### src/design/assert_macros.svh
// ----------------------------------------------------------------------------
// Assertion macros
// Shared concurrent assertion wrappers; define NO_ASSERTIONS to drop them.
// ----------------------------------------------------------------------------
`ifndef ASSERT_MACROS_SVH
`define ASSERT_MACROS_SVH

`ifndef NO_ASSERTIONS
// A property checked on every rising clock edge outside reset.
`define ASSERT_SYNC(label, clk, rstn, prop, msg) \
  label: assert property (@(posedge clk) disable iff (!(rstn)) (prop)) else $error(msg);
// An implication checked on every rising clock edge outside reset.
`define ASSERT_IMPLY(label, clk, rstn, ante, cons, msg) \
  label: assert property (@(posedge clk) disable iff (!(rstn)) (ante) |-> (cons)) \
    else $error(msg);
// A next-cycle implication checked outside reset.
`define ASSERT_NEXT(label, clk, rstn, ante, cons, msg) \
  label: assert property (@(posedge clk) disable iff (!(rstn)) (ante) |=> (cons)) \
    else $error(msg);
`else
`define ASSERT_SYNC(label, clk, rstn, prop, msg)
`define ASSERT_IMPLY(label, clk, rstn, ante, cons, msg)
`define ASSERT_NEXT(label, clk, rstn, ante, cons, msg)
`endif

`endif

### src/design/lpfr_pkg.sv
// ----------------------------------------------------------------------------
// lpfr_pkg
// Types and constants of the length-prefixed frame receiver.
// ----------------------------------------------------------------------------
`default_nettype none

package lpfr_pkg;

  localparam int FrameBufferBytes = 2048;
  // Width of the frame byte counters; any accepted count fits.
  localparam int CntW = $clog2(FrameBufferBytes);

  typedef enum logic [1:0] {
    STATUS_OK       = 2'd0,
    STATUS_CHECKSUM = 2'd1,
    STATUS_REMOTE   = 2'd2,
    STATUS_BAD_LEN  = 2'd3
  } frame_status_e;

  typedef struct packed {
    logic          is_payload;
    logic [7:0]    payload_byte;
    frame_status_e frame_status;
    logic [7:0]    remote_code;
    logic [10:0]   payload_count;
  } frx_result_t;

endpackage

`default_nettype wire

### src/design/lpfr_in_reg.sv
// ----------------------------------------------------------------------------
// lpfr_in_reg
// Input register stage that holds one received byte until the parser takes it.
// ----------------------------------------------------------------------------
`default_nettype none

module lpfr_in_reg (
  input  logic       clk_i,
  input  logic       rst_ni,
  input  logic       in_valid_i,
  output logic       in_stall_o,
  input  logic [7:0] rx_byte_i,
  input  logic       advance_i,
  output logic       valid_o,
  output logic [7:0] byte_o
);
  import lpfr_pkg::*;

  logic       valid_q, valid_d;
  logic [7:0] byte_q;
  logic       accept;

  // The stage may refill in the same cycle its byte moves on.
  assign in_stall_o = valid_q && !advance_i;
  assign accept     = in_valid_i && !in_stall_o;

  always_comb begin
    valid_d = valid_q;
    if (accept) begin
      valid_d = 1'b1;
    end else if (advance_i) begin
      valid_d = 1'b0;
    end
  end

  always_ff @(posedge clk_i or negedge rst_ni) begin
    if (!rst_ni) begin
      valid_q <= 1'b0;
    end else begin
      valid_q <= valid_d;
    end
  end

  always_ff @(posedge clk_i) begin
    if (accept) begin
      byte_q <= rx_byte_i;
    end
  end

  assign valid_o = valid_q;
  assign byte_o  = byte_q;

endmodule

`default_nettype wire

### src/design/lpfr_parser.sv
// ----------------------------------------------------------------------------
// lpfr_parser
// Frame state and the single-pass decode of one byte into an optional result.
// ----------------------------------------------------------------------------
`default_nettype none

module lpfr_parser (
  input  logic                  clk_i,
  input  logic                  rst_ni,
  input  logic                  fire_i,
  input  logic [7:0]            byte_i,
  output logic                  res_valid_o,
  output lpfr_pkg::frx_result_t res_o
);
  import lpfr_pkg::*;

  typedef enum logic [1:0] {
    PH_HIGH,
    PH_LOW,
    PH_CODE,
    PH_BODY
  } phase_e;

  phase_e          phase_q, phase_d;
  logic [7:0]      count_high_q, count_high_d;
  logic [CntW-1:0] bytes_left_q, bytes_left_d;
  logic [7:0]      xor_q, xor_d;
  logic [7:0]      code_q, code_d;
  logic [CntW-1:0] seen_q, seen_d;

  logic [15:0]     len;
  logic            len_bad;
  logic [CntW-1:0] left_dec;
  logic [CntW+10:0] seen_ext;

  assign len      = {count_high_q, byte_i};
  assign len_bad  = (len < 16'd2) || ({1'b0, len} >= 17'(FrameBufferBytes - 2));
  assign left_dec = (bytes_left_q != '0) ? bytes_left_q - 1'b1 : bytes_left_q;
  // Zero-extend before taking the low bits so narrow counters still fit.
  assign seen_ext = {11'd0, seen_q};

  always_comb begin
    phase_d      = phase_q;
    count_high_d = count_high_q;
    bytes_left_d = bytes_left_q;
    xor_d        = xor_q ^ byte_i;
    code_d       = code_q;
    seen_d       = seen_q;
    res_valid_o  = 1'b0;
    res_o        = '0;
    unique case (phase_q)
      PH_HIGH: begin
        count_high_d = byte_i;
        xor_d        = byte_i;
        phase_d      = PH_LOW;
      end
      PH_LOW: begin
        if (len_bad) begin
          phase_d            = PH_HIGH;
          bytes_left_d       = '0;
          res_valid_o        = 1'b1;
          res_o.frame_status = STATUS_BAD_LEN;
        end else begin
          bytes_left_d = len[CntW-1:0];
          seen_d       = '0;
          phase_d      = PH_CODE;
        end
      end
      PH_CODE: begin
        code_d       = byte_i;
        bytes_left_d = bytes_left_q - 1'b1;
        phase_d      = PH_BODY;
      end
      PH_BODY: begin
        bytes_left_d = left_dec;
        res_valid_o  = 1'b1;
        if (left_dec != '0) begin
          seen_d             = seen_q + 1'b1;
          res_o.is_payload   = 1'b1;
          res_o.payload_byte = byte_i;
        end else begin
          phase_d             = PH_HIGH;
          res_o.remote_code   = code_q;
          res_o.payload_count = seen_ext[10:0];
          // A bad checksum outranks a remote error code.
          priority if (xor_d != 8'd0) begin
            res_o.frame_status = STATUS_CHECKSUM;
          end else if (code_q != 8'd0) begin
            res_o.frame_status = STATUS_REMOTE;
          end else begin
            res_o.frame_status = STATUS_OK;
          end
        end
      end
      default: begin
        phase_d = PH_HIGH;
      end
    endcase
  end

  always_ff @(posedge clk_i or negedge rst_ni) begin
    if (!rst_ni) begin
      phase_q      <= PH_HIGH;
      count_high_q <= '0;
      bytes_left_q <= '0;
      xor_q        <= '0;
      code_q       <= '0;
      seen_q       <= '0;
    end else if (fire_i) begin
      phase_q      <= phase_d;
      count_high_q <= count_high_d;
      bytes_left_q <= bytes_left_d;
      xor_q        <= xor_d;
      code_q       <= code_d;
      seen_q       <= seen_d;
    end
  end

endmodule

`default_nettype wire

### src/design/lpfr_out_reg.sv
// ----------------------------------------------------------------------------
// lpfr_out_reg
// Result register that holds one request until the downstream side takes it.
// ----------------------------------------------------------------------------
`default_nettype none

module lpfr_out_reg (
  input  logic                  clk_i,
  input  logic                  rst_ni,
  input  logic                  load_i,
  input  lpfr_pkg::frx_result_t res_i,
  output logic                  free_o,
  output logic                  out_valid_o,
  input  logic                  out_stall_i,
  output lpfr_pkg::frx_result_t res_o
);
  import lpfr_pkg::*;

  logic        valid_q, valid_d;
  frx_result_t res_q;

  // Free when empty or when the held request leaves this cycle.
  assign free_o = !valid_q || !out_stall_i;

  always_comb begin
    valid_d = valid_q;
    if (free_o) begin
      valid_d = load_i;
    end
  end

  always_ff @(posedge clk_i or negedge rst_ni) begin
    if (!rst_ni) begin
      valid_q <= 1'b0;
    end else begin
      valid_q <= valid_d;
    end
  end

  always_ff @(posedge clk_i) begin
    if (free_o && load_i) begin
      res_q <= res_i;
    end
  end

  assign out_valid_o = valid_q;
  assign res_o       = res_q;

endmodule

`default_nettype wire

### src/design/length_prefixed_xor_frame_receiver.sv
// A byte's result reaches the output via the input register, then the result register.
// Throughput: one byte per cycle while out_stall_i is low, set by the input and
// result registers around a single pass of counter and XOR update logic.
// Bytes that close no request (count, code) still pass the input register.
// Reset (rst_ni low, asynchronous) empties both registers and returns the
// parser to waiting for the high count byte with all counters cleared.
// ----------------------------------------------------------------------------
// length_prefixed_xor_frame_receiver
// Receives length-prefixed frames, forwards payload and reports frame status.
// ----------------------------------------------------------------------------
`default_nettype none
`include "assert_macros.svh"

module length_prefixed_xor_frame_receiver (
  input  logic                   clk_i,
  input  logic                   rst_ni,
  input  logic                   in_valid_i,
  output logic                   in_stall_o,
  input  logic [7:0]             rx_byte_i,
  output logic                   out_valid_o,
  input  logic                   out_stall_i,
  output logic                   is_payload_o,
  output logic [7:0]             payload_byte_o,
  output logic [1:0]             frame_status_o,
  output logic [7:0]             remote_code_o,
  output logic [10:0]            payload_count_o
);
  import lpfr_pkg::*;

  logic        s1_valid;
  logic [7:0]  s1_byte;
  logic        out_free;
  logic        s1_go;
  logic        res_valid;
  frx_result_t res;
  frx_result_t out_res;

  assign s1_go = s1_valid && out_free;

  lpfr_in_reg u_in_reg (
    .clk_i      (clk_i),
    .rst_ni     (rst_ni),
    .in_valid_i (in_valid_i),
    .in_stall_o (in_stall_o),
    .rx_byte_i  (rx_byte_i),
    .advance_i  (s1_go),
    .valid_o    (s1_valid),
    .byte_o     (s1_byte)
  );

  lpfr_parser u_parser (
    .clk_i       (clk_i),
    .rst_ni      (rst_ni),
    .fire_i      (s1_go),
    .byte_i      (s1_byte),
    .res_valid_o (res_valid),
    .res_o       (res)
  );

  lpfr_out_reg u_out_reg (
    .clk_i       (clk_i),
    .rst_ni      (rst_ni),
    .load_i      (s1_go && res_valid),
    .res_i       (res),
    .free_o      (out_free),
    .out_valid_o (out_valid_o),
    .out_stall_i (out_stall_i),
    .res_o       (out_res)
  );

  assign is_payload_o    = out_res.is_payload;
  assign payload_byte_o  = out_res.payload_byte;
  assign frame_status_o  = out_res.frame_status;
  assign remote_code_o   = out_res.remote_code;
  assign payload_count_o = out_res.payload_count;

  `ASSERT_NEXT(a_s1_held, clk_i, rst_ni, s1_valid && !out_free, s1_valid,
    "buffered byte dropped while result register was blocked")
  `ASSERT_IMPLY(a_stall_full, clk_i, rst_ni, in_stall_o, s1_valid && out_valid_o,
    "input stalled without a blocked byte behind it")
  `ASSERT_IMPLY(a_payload_clean, clk_i, rst_ni, out_valid_o && is_payload_o,
    (frame_status_o == STATUS_OK) && (payload_count_o == 11'd0),
    "payload request carries end-of-frame fields")
  `ASSERT_IMPLY(a_bad_len_clean, clk_i, rst_ni,
    out_valid_o && (frame_status_o == STATUS_BAD_LEN),
    !is_payload_o && (remote_code_o == 8'd0) && (payload_count_o == 11'd0),
    "bad length report carries frame fields")

endmodule

`default_nettype wire
### config.mk
export PLATFORM = sky130hd
export DESIGN_NAME = length_prefixed_xor_frame_receiver
export DESIGN_NICKNAME = d
export VERILOG_FILES = /design/src/design/lpfr_pkg.sv /design/src/design/lpfr_in_reg.sv /design/src/design/lpfr_parser.sv /design/src/design/lpfr_out_reg.sv /design/src/design/length_prefixed_xor_frame_receiver.sv
export VERILOG_INCLUDE_DIRS = /design/src /design/src/design
export SDC_FILE = /design/constraint.sdc
export NUM_CORES = 1
export LEC_CHECK = 0
export BUFFER_PORTS_ARGS = -buffer_cell sky130_fd_sc_hd__buf_4
export CAP_MARGIN = 20
export CELL_PAD_IN_SITES_DETAIL_PLACEMENT = 1
export CELL_PAD_IN_SITES_GLOBAL_PLACEMENT = 2
export CORE_MARGIN = 2
export CORE_UTILIZATION = 39
export CTS_CLUSTER_SIZE = 24
export DETAILED_ROUTE_END_ITERATION = 10
export PLACE_DENSITY_LB_ADDON = 0.1
export SLEW_MARGIN = 40
export SYNTH_ARGS = -nofsm -noshare
export SYNTH_HDL_FRONTEND = slang
export SYNTH_SLANG_ARGS = --single-unit
export TNS_END_PERCENT = 100
### constraint.sdc
create_clock -name clk_i -period 4 [get_ports clk_i]
set_input_delay 0.2 -clock clk_i [delete_from_list [all_inputs] [get_ports clk_i]]
set_output_delay 0.2 -clock clk_i [all_outputs]
set_load 0.01 [all_outputs]
==> summary.txt <==
Timing
  – Max-slew violations: 0
  – Final period util: 73.5%
  – Final setup violation count: 0
  – Setup TNS after final layout: 0 ns
  – Max_slew headroom: 49.5%
  – Final Hold Violating Endpoints: 0
  – Shortest period the worst path allows: 2.94 ns
  – Worst hold margin: 0.0238 ns
  – Highest attainable clock frequency: 340 MHz
  – Unrepaired setup endpoints after global routing: false
  – Clock tree skew after final layout: 0.0128 ns
  – Actual transition at the worst max-transition pin: 0.752 ns

Global route
  – Via count of the first global-routing pass: 3132
  – Final global-route overflow total: 0
  – Largest net degree at the start of global routing: 51
  – Wire length of the first global-routing pass: 16400 µm
  – Antenna violations before repair: 0
  – Total track usage: 18.3%

Run
  – Max-cap violations: 0

Clock tree
  – Clk Latency, worst-skew pair: 0.37 ns
  – Setup fix buffers added after clock tree synthesis: 0
  – Number of buffers created by CTS: 9
  – Clock Path Buffers: 2
  – Clock slew at the register clock pins of the worst setup and hold paths: 0.09 ns
  – Total of cells resized after clock tree synthesis: 0
  – Count of H-tree levels built during CTS: 3
  – Clock Tree Root: clkbuf_8
  – Clock Sink Count: 88
  – CTS tree: built

Run status
  – Result of the run: finished, final reports clean

Cells and area
  – Most common cell after layout, fill and taps aside: dfrtp_1
  – Inserted Diodes: 0
  – Count of placed standard cells in the final layout, fillers left out: 577
  – Post-layout net count: 446
  – Design Area, Final: 0.00497 mm²
  – Layout cell share with drive strength beyond 1: 22.9%
  – Commonest cells after routing, fill and taps aside: dfrtp_1 (50), buf_4 (47), edfxtp_1 (38)
  – P&R area growth vs syn: 15.7%

Critical path
  – Data arrival at the endpoint of the critical path: 3.23 ns
  – Kind of start point of the critical path: register
  – Start-to-end type of the worst setup path: reg2reg
  – Kind of cell adding the most delay to the critical path: simple AND/OR/NAND/NOR gates
  – Critical path's slowest cell: or3b_2
  – Worst path cell trace: inv_1 > ha_1 > or3b_2 > nor2_2 > a2111oi_4 > a31oi_4 > o21ai_4 > nor4_1 > mux2i_1
  – Sum of buffers and inverters on the critical path: 1
  – Critical Path Sink Type: register
  – Worst endpoint required time: 4.29 ns
  – Largest fanout on the critical path: 16
  – Delay of the slowest cell on the worst path: 0.53 ns

Pwr
  – Leakage power: 1.92 nW
  – Worst voltage drop across the vdd grid: 0.000260 V
  – Power density relative to cell area: 710 mW/mm²

Yosys
  – Cell Area, Synth: 0.00430 mm²
  – Cell count after synthesis: 390
  – Share of synthesized area occupied by flip-flops and latches: 55.7%
  – Total of warnings raised by yosys: 0
  – Count of different cell masters after synthesis: 58
  – Post-synth EDFFs: 38
  – Post-synthesis share of cell area spent on and, or, nand and nor gates: 20.3%
  – Synthesized-area fraction occupied by ao, oa, aoi and oai cells: 12.6%
  – Async SR Flop Fraction: 56.8%
  – Synthesized flop and latch total: 88
  – Fraction of the mapped netlist area in adder cells: 0.582%
  – Syn nets: 404
  – Avg Cell Area, Syn: 11.0 µm²
  – Main combinational cell family by area after synthesis: simple AND/OR/NAND/NOR gates
  – Flip-flop cell with the highest count after synthesis: dfrtp_1
  – Post-synthesis xor/xnor area fraction: 2.04%
  – Fraction of synthesized area in multiplexers: 4.89%

Drt
  – Initial DRC count: 140
  – Antenna Nets Post-Route: 0
  – Final wirelength: 9910 µm
  – DRC violation count after routing: 0
  – Detailed-router iteration count before antenna repair: 4
  – Routed wire length per instance: 17.2 µm
  – Number of vias in the routed layout: 3107
  – Post-DR vias/cell: 5.38

Place
  – Cell count after placement: 552
  – GPL Wtd Cong: 0.834
  – Placed Area: 0.00470 mm²
  – IO Port Bufs: 43
  – Final HPWL DP: 6810 µm

Die
  – Effective utilization at floorplan: 39.8%
  – Die height: 109 µm
  – Placement row count: 38
  – Floorplan die width: 109 µm
  – Die ar.: 0.0119 mm²
  – # IOs: 44
  – Core region area: 0.0108 mm²

Worst hold path
  – Hold/Removal Path Class: in2reg
[final timing paths]
path / from / depth (start not counted) / to / slack, ns
setup / recovery: u_parser.bytes_left_q[0]$_DFFE_PN0P_ / 9 / u_parser.seen_q[10]$_DFFE_PN0P_ / 1.06
hold / removal: in_valid_i / 2 / u_in_reg.valid_o$_DFFE_PN0P_ / 0.02
setup reg to reg: u_parser.bytes_left_q[0]$_DFFE_PN0P_ / 9 / u_parser.seen_q[10]$_DFFE_PN0P_ / 1.06
hold reg to reg: u_parser.count_high_q[6]$_DFFE_PN0P_ / 1 / u_parser.count_high_q[6]$_DFFE_PN0P_ / 0.52
max in group asynchronous: rst_ni / 2 / u_parser.bytes_left_q[0]$_DFFE_PN0P_ / 3.13
min in group asynchronous: rst_ni / 2 / u_parser.count_high_q[4]$_DFFE_PN0P_ / 0.42
[logic make-up after synthesis]
kind of cell	Yosys count
AND/OR/NAND/NOR	158
multiplexers	19
flip-flops	88
adder cells (fa/ha/maj)	2
XOR/XNOR	10
buffers and inverters	35
AO/OA/AOI/OAI	78
[cells in the mapped netlist (4+ instances only)]
master    count  area, µm²
a21oi_1      18       90.1
a311oi_1      6       52.6
and2_1       28        175
buf_2        11       55.1
clkbuf_1     10       37.5
dfrtp_1      50       1250
edfxtp_1     38       1140
inv_1        10       37.5
mux2_2       16        180
nand2_1      29        109
nand2b_1      5       31.3
nand3_1      16       80.1
nand4_1       6       37.5
nor2_1       29        109
nor2b_1       4       25.0
nor3_1       10       50.1
nor4_1        7       43.8
o211ai_1      4       30.0
o21a_1        4       30.0
o21ai_0      21        105
xnor2_1      10       87.6
[final cells by class]
cell class | count | area (µm²)
clock inverters | 7 | 53.8
well taps | 140 | 175
repair buffers | 56 | 443
inverters | 10 | 37.5
flip-flops and latches | 88 | 2390
fillers | 1178 | 5820
clock buffers | 9 | 124
multi-input cells | 267 | 1750
[state kept, by name (all words and copies together) (netlist names), named ones only]
signal,flops
u_out_reg.out_valid_o,1
u_parser.code_q,8
u_out_reg.res_o,30
u_in_reg.byte_o,8
u_parser.xor_q,8
u_parser.seen_q,11
u_parser.phase_q,1
u_parser.count_high_q,8
u_in_reg.valid_o,1
u_parser.bytes_left_q,11
[what timing repair did]
item	4_1_cts	5_1_grt
hold buffers	9	0
endpoints found under the hold margin	58	0
setup endpoints to repair	0	0
[per-layer routing]
metal | vias up | GRT usage (%) | part of all wire, %
met5 | - | 0 | 0
li1 | 1487 | - | -
met3 | 10 | 4.36 | 3.7
met1 | 1555 | 24.0 | 46
met2 | 55 | 30.1 | 49
met4 | 0 | 5.22 | 1.2
[through the flow]
step / worst slack (ns) / total power, W / utilization, %
final: 1.06 / 0.00353 / 46.1
after global routing: 0.796 / 0.00380 / 46.1
after CTS: 1.05 / 0.00358 / 46.1
after detailed placement: 1.08 / 0.00298 / 43.6
after global placement: 1.18 / 0.00294 / 43.6
after floorplan: 0.649 / 0.00255 / -
[power by group]
part | internal [W] | switching, W
clock network | 0.000231 | 0.000349
registers | 0.00129 | 0.000352
logic | 0.000594 | 0.000718
total | 0.00211 | 0.00142
(Power assumes the default switching activity.)
